`config.mk`:
```
export PLATFORM = sky130hd
export DESIGN_NAME = periodic_ghost_image_generator
export DESIGN_NICKNAME = d
export VERILOG_FILES = /design/src/hdl/pgig_pkg.sv /design/src/hdl/periodic_ghost_image_generator.sv /design/src/hdl/pgig_axis.sv
export SDC_FILE = /design/constraint.sdc
export NUM_CORES = 2
export LEC_CHECK = 0
export BUFFER_PORTS_ARGS = -buffer_cell sky130_fd_sc_hd__clkbuf_2
export CAP_MARGIN = 15
export CORE_MARGIN = 2
export CORE_UTILIZATION = 55
export DETAILED_ROUTE_END_ITERATION = 6
export HOLD_SLACK_MARGIN = 0.15
export MAX_ROUTING_LAYER = met4
export PLACE_DENSITY_LB_ADDON = 0.12
export RECOVER_POWER = 100
export SYNTH_ARGS = -nofsm -noshare
export SYNTH_HDL_FRONTEND = slang
export SYNTH_SLANG_ARGS = --single-unit
export TNS_END_PERCENT = 10
```
`constraint.sdc`:
```
create_clock -name clk -period 13.9 [get_ports clk]
set_clock_uncertainty 0.15 [all_clocks]
set_input_delay 1.39 -clock clk [delete_from_list [all_inputs] [get_ports clk]]
set_output_delay 1.39 -clock clk [all_outputs]
set_load 0.02 [all_outputs]
```
`src/hdl/pgig_pkg.sv`:
```
// Shared types, constants and helpers for the periodic ghost image generator.
// No dependencies; imported by pgig_axis and the top level.
package pgig_pkg;

  localparam int IDX_W   = 16;
  localparam int POS_W   = 32;
  localparam int CUT_W   = 31;
  localparam int NUM_W   = 19;
  localparam int NAXES   = 3;
  localparam int NSUB    = 7;
  localparam int CFG_IDX_W = 8;

  // Largest atom index accepted is MAX_ATOMS - 1.
  localparam logic [31:0] MAX_ATOMS = 32'd65536;

  // Emission order of the axis subsets: x, y, z, xy, xz, yz, xyz.
  localparam logic [NAXES-1:0] SUBSET_ORDER [NSUB] = '{
    3'b001, 3'b010, 3'b100, 3'b011, 3'b101, 3'b110, 3'b111
  };

  typedef enum logic [CFG_IDX_W-1:0] {
    REG_BOX_LOW_X  = 8'd0,
    REG_BOX_LOW_Y  = 8'd1,
    REG_BOX_LOW_Z  = 8'd2,
    REG_BOX_HIGH_X = 8'd3,
    REG_BOX_HIGH_Y = 8'd4,
    REG_BOX_HIGH_Z = 8'd5,
    REG_CUTOFF     = 8'd6,
    REG_PER_MASK   = 8'd7
  } cfg_reg_t;

  typedef struct packed {
    logic                    flagged;
    logic signed [POS_W-1:0] shifted;
  } axis_res_t;

  // Clamp a 34-bit signed sum into the signed 32-bit range.
  function automatic logic signed [POS_W-1:0] sat32(input logic signed [POS_W+1:0] v);
    logic signed [POS_W+1:0] max_v;
    logic signed [POS_W+1:0] min_v;
    max_v = 34'sh0_7FFF_FFFF;
    min_v = -34'sh0_8000_0000;
    if (v > max_v) begin
      return 32'sh7FFF_FFFF;
    end else if (v < min_v) begin
      return 32'sh8000_0000;
    end else begin
      return v[POS_W-1:0];
    end
  endfunction

endpackage

```
`src/hdl/periodic_ghost_image_generator.sv`:
```
// Periodic ghost image generator: one atom in, up to seven ghost images out.
// An atom passes the input register (stage A) and the emit stage (stage B); its ghosts then go to the output register.
// Throughput: one atom per cycle while atoms emit nothing; an atom with ghosts
// holds the emit stage until all of its 1, 3 or 7 ghosts have been emitted.
// Reset (rst_n low, synchronous): all config registers, valids and the ghost
// counter clear to zero; no clearing pass.
module periodic_ghost_image_generator
  import pgig_pkg::*;
(
  input  logic                 clk,
  input  logic                 rst_n,
  // input stream
  input  logic                 in_tvalid,
  output logic                 in_tready,
  input  logic [111:0]         in_tdata,   // atom_index[15:0], pos_x, pos_y, pos_z
  // result stream
  output logic                 out_tvalid,
  input  logic                 out_tready,
  output logic [135:0]         out_tdata,  // source_index[15:0], ghost_x, ghost_y,
                                           // ghost_z, shifted_axes[2:0],
                                           // ghost_number[18:0], 2 zero pad bits
  output logic                 out_tlast,  // last ghost of this atom
  // configuration write channel
  input  logic                 cfg_valid,
  output logic                 cfg_ready,
  input  logic [CFG_IDX_W-1:0] cfg_index,
  input  logic [31:0]          cfg_data
);

  // ---------------------------------------------------------------
  // Configuration registers
  // ---------------------------------------------------------------
  logic signed [POS_W-1:0] box_low_r  [NAXES];
  logic signed [POS_W-1:0] box_high_r [NAXES];
  logic        [CUT_W-1:0] cutoff_r;
  logic        [NAXES-1:0] per_mask_r;
  logic signed [POS_W:0]   span_r     [NAXES];   // box length per axis, exact

  assign cfg_ready = 1'b1;

  always_ff @(posedge clk) begin
    if (!rst_n) begin
      for (int a = 0; a < NAXES; a++) begin
        box_low_r[a]  <= '0;
        box_high_r[a] <= '0;
      end
      cutoff_r   <= '0;
      per_mask_r <= '0;
    end else if (cfg_valid && cfg_ready) begin
      unique case (cfg_index)
        REG_BOX_LOW_X:  box_low_r[0]  <= cfg_data;
        REG_BOX_LOW_Y:  box_low_r[1]  <= cfg_data;
        REG_BOX_LOW_Z:  box_low_r[2]  <= cfg_data;
        REG_BOX_HIGH_X: box_high_r[0] <= cfg_data;
        REG_BOX_HIGH_Y: box_high_r[1] <= cfg_data;
        REG_BOX_HIGH_Z: box_high_r[2] <= cfg_data;
        REG_CUTOFF:     cutoff_r      <= cfg_data[CUT_W-1:0];
        REG_PER_MASK:   per_mask_r    <= cfg_data[NAXES-1:0];
        default: ;  // unknown index: write ignored
      endcase
    end
  end

  // Box length is recomputed every cycle; config must only change while idle (the user is bound, the block
  // does not enforce it), so it has settled before the next atom reaches the compute stage.
  always_ff @(posedge clk) begin
    for (int a = 0; a < NAXES; a++) begin
      span_r[a] <= {box_high_r[a][POS_W-1], box_high_r[a]}
                 - {box_low_r[a][POS_W-1], box_low_r[a]};
    end
  end

  // ---------------------------------------------------------------
  // Stage A: input register
  // ---------------------------------------------------------------
  logic                    a_valid_r;
  logic [IDX_W-1:0]        a_idx_r;
  logic signed [POS_W-1:0] a_pos_r [NAXES];
  logic                    a_move;
  logic                    in_xfer;

  assign in_xfer = in_tvalid & in_tready;

  always_ff @(posedge clk) begin
    if (!rst_n) begin
      a_valid_r <= 1'b0;
    end else if (in_tready) begin
      a_valid_r <= in_tvalid;
    end
  end

  always_ff @(posedge clk) begin
    if (in_xfer) begin
      a_idx_r    <= in_tdata[15:0];
      a_pos_r[0] <= in_tdata[47:16];
      a_pos_r[1] <= in_tdata[79:48];
      a_pos_r[2] <= in_tdata[111:80];
    end
  end

  // Face tests and shifted positions, one unit per axis
  axis_res_t        axis_res [NAXES];
  logic [NAXES-1:0] flags;
  logic [NSUB-1:0]  pend_init;
  logic             idx_ok;

  for (genvar g = 0; g < NAXES; g++) begin : g_axis
    pgig_axis u_axis (
      .en   (per_mask_r[g]),
      .pos  (a_pos_r[g]),
      .lo   (box_low_r[g]),
      .hi   (box_high_r[g]),
      .span (span_r[g]),
      .rc   (cutoff_r),
      .res  (axis_res[g])
    );
    assign flags[g] = axis_res[g].flagged;
  end

  assign idx_ok = ({16'b0, a_idx_r} < MAX_ATOMS);

  // One pending bit per subset, in emission order; all zero drops the atom.
  always_comb begin
    for (int k = 0; k < NSUB; k++) begin
      pend_init[k] = idx_ok && ((SUBSET_ORDER[k] & ~flags) == '0);
    end
  end

  // ---------------------------------------------------------------
  // Stage B: emit stage, one ghost per cycle while the output register can take it, from the held atom
  // ---------------------------------------------------------------
  logic [NSUB-1:0]         b_pend_r;
  logic [IDX_W-1:0]        b_idx_r;
  logic signed [POS_W-1:0] b_pos_r [NAXES];
  logic signed [POS_W-1:0] b_sh_r  [NAXES];

  logic [NSUB-1:0]         sel;
  logic [NAXES-1:0]        emit_axes;
  logic                    emit_last;
  logic                    b_busy;
  logic                    b_ready;
  logic                    out_load;

  assign b_busy    = |b_pend_r;
  assign sel       = b_pend_r & (~b_pend_r + 1'b1);   // lowest pending subset
  assign emit_last = ((b_pend_r & ~sel) == '0);

  always_comb begin
    emit_axes = '0;
    for (int k = 0; k < NSUB; k++) begin
      if (sel[k]) begin
        emit_axes = emit_axes | SUBSET_ORDER[k];
      end
    end
  end

  assign out_load  = b_busy & (~out_tvalid | out_tready);
  assign b_ready   = ~b_busy | (out_load & emit_last);
  assign a_move    = a_valid_r & b_ready;
  assign in_tready = ~a_valid_r | a_move;

  always_ff @(posedge clk) begin
    if (!rst_n) begin
      b_pend_r <= '0;
    end else if (a_move) begin
      b_pend_r <= pend_init;
    end else if (out_load) begin
      b_pend_r <= b_pend_r & ~sel;
    end
  end

  always_ff @(posedge clk) begin
    if (a_move) begin
      b_idx_r <= a_idx_r;
      for (int a = 0; a < NAXES; a++) begin
        b_pos_r[a] <= a_pos_r[a];
        b_sh_r[a]  <= axis_res[a].shifted;
      end
    end
  end

  // ---------------------------------------------------------------
  // Output register and ghost counter
  // ---------------------------------------------------------------
  logic                    out_valid_r;
  logic [NUM_W-1:0]        ghost_cnt_r;
  logic [IDX_W-1:0]        out_idx_r;
  logic signed [POS_W-1:0] out_pos_r [NAXES];
  logic [NAXES-1:0]        out_axes_r;
  logic [NUM_W-1:0]        out_num_r;
  logic                    out_last_r;

  always_ff @(posedge clk) begin
    if (!rst_n) begin
      out_valid_r <= 1'b0;
      ghost_cnt_r <= '0;
    end else begin
      if (out_load) begin
        out_valid_r <= 1'b1;
        ghost_cnt_r <= ghost_cnt_r + 1'b1;   // wraps at 2^19
      end else if (out_tready) begin
        out_valid_r <= 1'b0;
      end
    end
  end

  always_ff @(posedge clk) begin
    if (out_load) begin
      out_idx_r  <= b_idx_r;
      for (int a = 0; a < NAXES; a++) begin
        out_pos_r[a] <= emit_axes[a] ? b_sh_r[a] : b_pos_r[a];
      end
      out_axes_r <= emit_axes;
      out_num_r  <= ghost_cnt_r;
      out_last_r <= emit_last;
    end
  end

  assign out_tvalid = out_valid_r;
  assign out_tlast  = out_last_r;
  assign out_tdata  = {2'b00, out_num_r, out_axes_r,
                       out_pos_r[2], out_pos_r[1], out_pos_r[0], out_idx_r};

endmodule

```
`src/hdl/pgig_axis.sv`:
```
// Per-axis face test and shifted coordinate for one atom.
// Depends on pgig_pkg (axis_res_t, sat32).
module pgig_axis
  import pgig_pkg::*;
(
  input  logic                    en,
  input  logic signed [POS_W-1:0] pos,
  input  logic signed [POS_W-1:0] lo,
  input  logic signed [POS_W-1:0] hi,
  input  logic signed [POS_W:0]   span,   // hi - lo, exact
  input  logic        [CUT_W-1:0] rc,
  output axis_res_t               res
);

  logic signed [POS_W:0]   d_lo;
  logic signed [POS_W:0]   d_hi;
  logic signed [POS_W:0]   rc_ext;
  logic signed [POS_W+1:0] sum_p;
  logic signed [POS_W+1:0] sum_m;
  logic                    low_hit;
  logic                    high_hit;

  assign d_lo   = {pos[POS_W-1], pos} - {lo[POS_W-1], lo};
  assign d_hi   = {hi[POS_W-1], hi} - {pos[POS_W-1], pos};
  assign rc_ext = {2'b00, rc};

  assign low_hit  = (d_lo <= rc_ext);
  assign high_hit = (d_hi < rc_ext);

  assign sum_p = {{2{pos[POS_W-1]}}, pos} + {span[POS_W], span};
  assign sum_m = {{2{pos[POS_W-1]}}, pos} - {span[POS_W], span};

  always_comb begin
    res.flagged = en & (low_hit | high_hit);
    if (!en) begin
      res.shifted = pos;
    end else if (low_hit) begin
      res.shifted = sat32(sum_p);
    end else if (high_hit) begin
      res.shifted = sat32(sum_m);
    end else begin
      res.shifted = pos;
    end
  end

endmodule
```
Word-level counts from Yosys, hierarchy flattened
Memory sizes are Yosys's and may differ from the RTL's. Index checks and enable logic that the tools add are counted.

Bitwise operators: 27. Reductions and logical operators: 14. Muxes and demuxes: 72. Equal/unequal tests: 7. Order comparisons: 18. Add/sub/neg operators: 17.

Operators with widths (number): two-way mux 32 bit (30); subtractor 32 x 32 -> 33 bit (9); > comparator 34 x 32 -> 1 bit (second input constant) (6); less-than comparator 34 x 32 -> 1 bit (second input constant) (6); adder 32 x 33 -> 34 bit (3); subtractor 32 x 33 -> 34 bit (3); less-or-equal comparator 33 x 32 -> 1 bit (3); less-than comparator 33 x 32 -> 1 bit (3); two-way mux 1 bit (34); == test 8 x 3 -> 1 bit (second input constant) (4); logical NOT 3 bit (7); adder 19 x 1 -> 19 bit (second input constant) (1); == test 8 x 2 -> 1 bit (second input constant) (2); AND 7 bit (2); two-way mux 7 bit (2); NOT 7 bit (2); two-way mux 3 bit (4); bitwise OR 1 bit (12); == test 8 x 1 -> 1 bit (second input constant) (1); logical NOT 8 bit (1); adder 7 x 1 -> 7 bit (second input constant) (1); AND 1 bit (7); logical NOT 7 bit (1); OR reduction 7 bit (1); other kinds (5) (10).

Flip-flop bits (word level): 133. Word-level logic and storage cells: 174. Output and inout bits: 140. Memories: 7. RAM bits: 675.

Memory list: span_r (depth 3, bits a word 33, read ports 3, clocked after Yosys merged registers in 0, wr ports 3, RTL line periodic_ghost_image_generator.sv:37) `logic signed [POS_W:0] span_r [NAXES];`; a_pos_r (depth 3, bits a word 32, read ports 3, clocked after Yosys merged registers in 0, wr ports 3, RTL line periodic_ghost_image_generator.sv:78) `logic signed [POS_W-1:0] a_pos_r [NAXES];`; b_pos_r (depth 3, bits a word 32, read ports 3, clocked after Yosys merged registers in 0, wr ports 3, RTL line periodic_ghost_image_generator.sv:134) `logic signed [POS_W-1:0] b_pos_r [NAXES];`; b_sh_r (depth 3, bits a word 32, read ports 3, clocked after Yosys merged registers in 0, wr ports 3, RTL line periodic_ghost_image_generator.sv:135) `logic signed [POS_W-1:0] b_sh_r [NAXES];`; box_high_r (depth 3, bits a word 32, read ports 3, clocked after Yosys merged registers in 0, wr ports 3, RTL line periodic_ghost_image_generator.sv:34) `logic signed [POS_W-1:0] box_high_r [NAXES];`; box_low_r (depth 3, bits a word 32, read ports 3, clocked after Yosys merged registers in 0, wr ports 3, RTL line periodic_ghost_image_generator.sv:33) `logic signed [POS_W-1:0] box_low_r [NAXES];`; 1 more memories.

Longest topological paths before layout
Word-level depth: 13. Depth in mapped cells: 30.

Cells and area by module
A second synthesis with hierarchy kept.

Cell total of the unflattened synthesis: 6303. Area, all modules: 59864.9 um^2.

Modules (own cells, without submodules): periodic_ghost_image_generator (cells each 2122, instances 1, area each 31069.8 um^2); pgig_axis at g_axis[0].u_axis ... (cells each 1382, instances 2, area each 9643.0 um^2); pgig_axis at g_axis[2].u_axis (cells each 1417, instances 1, area each 9509.1 um^2).

Worst setup path before layout
OpenSTA, ideal clock, no wires.

Kind: input port to flip-flop. From: input port out_tready. To: register b_pend_r[3]. Data arrival time: 12.054 ns. Library setup time: 0.134 ns. Stages on the path: 6. Required time: 13.616 ns. Setup slack: 1.562 ns. Path through: nand2b_1 > a21oi_1 > nor2b_1 > nor2_1 > o41ai_1 > a21boi_1.

Cells in the longest elaborated chain, start to end: 6. Elaborated cells between the ends (all ways): 7. Classes of those cells: 1 x mux; 5 x bitwise; 1 x reduce/logical.

Ends and longest elaborated chain: start: declaration (RTL line periodic_ghost_image_generator.sv:18) `input logic out_tready,`; bitwise OR 1 bit (*) (RTL line periodic_ghost_image_generator.sv:157) `assign out_load = b_busy & (~out_tvalid | out_tready);`; AND 1 bit (*) (RTL line periodic_ghost_image_generator.sv:157); AND 1 bit (*) (RTL line periodic_ghost_image_generator.sv:158) `assign b_ready = ~b_busy | (out_load & emit_last);`; bitwise OR 1 bit (*) (RTL line periodic_ghost_image_generator.sv:158); AND 1 bit (*) (RTL line periodic_ghost_image_generator.sv:159) `assign a_move = a_valid_r & b_ready;`; net a_move (RTL line periodic_ghost_image_generator.sv:79) `logic a_move;`; two-way mux 7 bit or nonzero test 2 bit (tied branches); end signal: assignment (RTL line periodic_ghost_image_generator.sv:166) `b_pend_r <= pend_init;`; end signal: assignment (RTL line periodic_ghost_image_generator.sv:168) `b_pend_r <= b_pend_r & ~sel;`; end: declaration (RTL line periodic_ghost_image_generator.sv:132) `logic [NSUB-1:0] b_pend_r;`.

Mark *: on every way through the listed nets, which the timed path passes. The rest lies on a longest branch. A chain may end at the register's enable or synchronous reset.

==> results.tsv <==
metric	value	unit
first-pass GRT wire length	269100	µm
die height	328.8	µm
Top delay family on crit path	compound AO/OA/AOI/OAI gates	
GPL Wtd Cong	1.001	
Setup Viol. Count Final	0	
final instance area	63320	µm²
Port Buffers	293	
ANT nets after route	0	
worst vdd ir	0.0001179	V
GRT overflow	0	
final core utilization	60.32	%
post-synthesis sequential area ratio	39.05	%
CTS tree	done	
crit path max fanout	47	
deepest clock path buffer count	3	
FILL cells	9218	
die width	328.8	µm
CP max stage cell	clkbuf_1	
Initial Utilization	55.26	%
final hold vios	0	
layout cells sized above 1	6.340	%
Total Power	8.680	mW
complex-gate fraction of the synthesized area	20.17	%
Hold Slack	267.4	ps
Final nets	7170	
number of synthesized flops with an enable pin	647	
# rows	119	
Post-Syn Area per Cell	9.524	µm²
WL/cell	23.20	µm
vias in the first global route	44561	
flops & latches, synth	808	
CP bufs+invs	3	
met2 Track Usage GR	52.74	%
core footprint	105000	µm²
Multi-input gate area	32430	µm²
setup tns final	0	ps
MaxCap Viol Count	27	
Synth cell types	112	
DR iter-0 viols	4731	
Post-Synth Adder-Cell Area	14.99	%
Tightest Pin Transition	8423	ps
synth-to-layout area growth	9.156	%
RSZ-0062 raised after global routing	no	
simple-gate share of the synthesized area	14.19	%
top post-synthesis cells by area	edfxtp_1, ha_1, dfxtp_1	
DRC	0	
H-tree levels	3	
Synth Area in XOR/XNOR	5.979	%
setup bufs post-CTS	0	
placed cell areas	60750	µm²
Post-synth top flop	edfxtp_1	
top-area cell type share of the netlist area	33.49	%
Worst Setup Start Kind	flip-flop	
# hold bufs at CTS	0	
CP Data Arrival Time	10160	ps
antenna violations before repair	23	
Yosys warning count	0	
async set-reset flop share out of synthesis	0	%
met1 GRT Util	45.73	%
CTS resizes	0	
DP Wirelength	141900	µm
GRT Total Usage	33.77	%
failing checks	capacitance limit, slew limit	
crit end category	flip-flop	
worst hold path type	flip-flop to flip-flop	
fmax	0.1022	GHz
# clock sinks	808	
Routed WL	181100	µm
num ports	297	
Pwr Density	137.1	nW/µm²
register cell area after layout	22650	µm²
die area	108100	µm²
DR vias/cell	6.082	
LEAKAGE	26.25	nW
cell accounting for the most synthesized area	edfxtp_1	
fin crit period	9788	ps
Crit path required time	14270	ps
CTS clk-pin slew, worst paths	60	ps
main combinational cell family by area after synthesis	compound AO/OA/AOI/OAI gates	
Crit path largest cell delay	1700	ps
global routing usage on met3	4.872	%
via count	47477	
largest net degree at the start of global routing	144	
first-pass iteration count of the detailed router	6	
Relative slew margins	-461.6	%
Worst Setup Path Type	flip-flop to flip-flop	
Pins Over Slew Limit	1082	
Top cell by count, worst path	o21ai_0	
fin crit share	70.42	%
post-synth design cell area	58010	µm²
clock buffer count from CTS	90	
Syn Inst Count	6091	
mux share of post-synthesis cell area	0.7959	%
outcome	finished, violations left	
clock root cell	clkbuf_16	
Most Crowded Layer GR	met2	
Clock Latency Late Sink	690	ps
[worst register-to-register path: cells and delay by family (launching register included)]
family | cells | cell delay [ps]
DFF | 1 | 590
AOI/OAI and AO/OA | 13 | 3180
buffers and inverters | 3 | 3070
xor gates and xnor gates | 1 | 100
adders and majority gates | 2 | 550
and+or+nand+nor | 8 | 2010
[logic make-up after synthesis]
| logic type | Yosys count |
|---|---|
| AO/OA/AOI/OAI | 1718 |
| XOR/XNOR | 396 |
| adder cells (fa/ha/maj) | 686 |
| buffers and inverters | 697 |
| flip-flops | 808 |
| multiplexers | 42 |
| other | 2 |
| AND/OR/NAND/NOR | 1742 |
[registers in the layout, summed over array words and instances (netlist names), 7 cells and up]
name         flops
ghost_cnt_r     19
out_pos_r       96
a_pos_r         96
span_r          99
b_pos_r         96
a_idx_r         16
cutoff_r        31
box_low_r       96
b_idx_r         16
out_idx_r       16
b_sh_r          96
out_num_r       19
b_pend_r         7
box_high_r      96
[power breakdown]
group,total (mW),internal [mW],switching [mW]
logic,3.26,1.26,2.00
registers,2.90,2.76,0.137
clock network,2.52,1.48,1.04
[final timing paths]
check / start / endpoint / slack (ps) / cells after the start
setup / recovery: a_pos_r[0][33] / b_sh_r[0][53] / 4110 / 27
hold / removal: b_idx_r[13] / out_idx_r[13] / 270 / 0
setup reg to reg: a_pos_r[0][33] / b_sh_r[0][53] / 4110 / 27
hold reg to reg: b_idx_r[13] / out_idx_r[13] / 270 / 0
[layout make-up]
cell class,count,share of cell area [%]
Sequential cell,808,35.77
Timing Repair Buffer,327,2.261
Antenna cell,11,0.04347
Multi-Input combinational cell,4587,51.22
Clock inverter,48,0.9188
Inverter,514,3.047
Tap cell,1391,2.749
Clock buffer,120,3.993
[per-layer routing]
layer | wire length, µm | vias to the layer above
met4 | 5441 | 0
met1 | 78750 | 22754
met3 | 13990 | 314
met2 | 82940 | 1839
met5 | 0 | -
li1 | - | 22570
[cells in the mapped netlist (all sizes together), types with 18 or more instances]
cell and number:
o21ai 310, ha 670, clkbuf 122, a21boi 67
o21a 101, a221oi 80, nor3 102, a31oi 42
or3 41, and2 111, nor2 441, nand3 90
xnor2 318, nand4 55, dfxtp 161, xor2 78
nor4 23, buf 61, edfxtp 647, o22ai 18
o211ai 46, o311ai 24, nand2b 79, mux2 33
o21bai 84, a21o 191, and3 36, o31ai 43
inv 512, nor2b 96, a21oi 479, nand2 599
a2111oi 18, a211oi 61
[metrics by stage]
step | cells | setup slack (ps)
3_5_place_dp | 7627 | 6363
4_1_cts | 7795 | 6330
6_report | 7806 | 4112
3_3_place_gp | 7627 | 6466
2_1_floorplan | 6092 | 1562
5_1_grt | 7801 | 3534
[placed cells by master, fill, tap and decap left out, types with 21 or more instances in the layout]
cell type	n
a21oi_1	476
o31ai_1	39
nor4_1	21
nand2b_1	79
o21ai_0	291
a21o_1	191
and3_1	36
edfxtp_1	647
and2_0	77
o21bai_1	83
o211ai_1	42
nand3_1	89
dfxtp_1	161
and2_1	34
a21boi_0	60
a221oi_1	67
clkbuf_16	93
nand2_1	598
nor3_1	102
mux2_2	30
nor2b_1	95
o21a_1	101
ha_1	670
nor2_1	437
a31oi_1	41
clkbuf_2	139
a211oi_1	56
clkbuf_1	197
inv_1	509
xnor2_1	318
or3_1	41
xor2_1	78
nand4_1	55
Power figures use the tool's default switching activity.
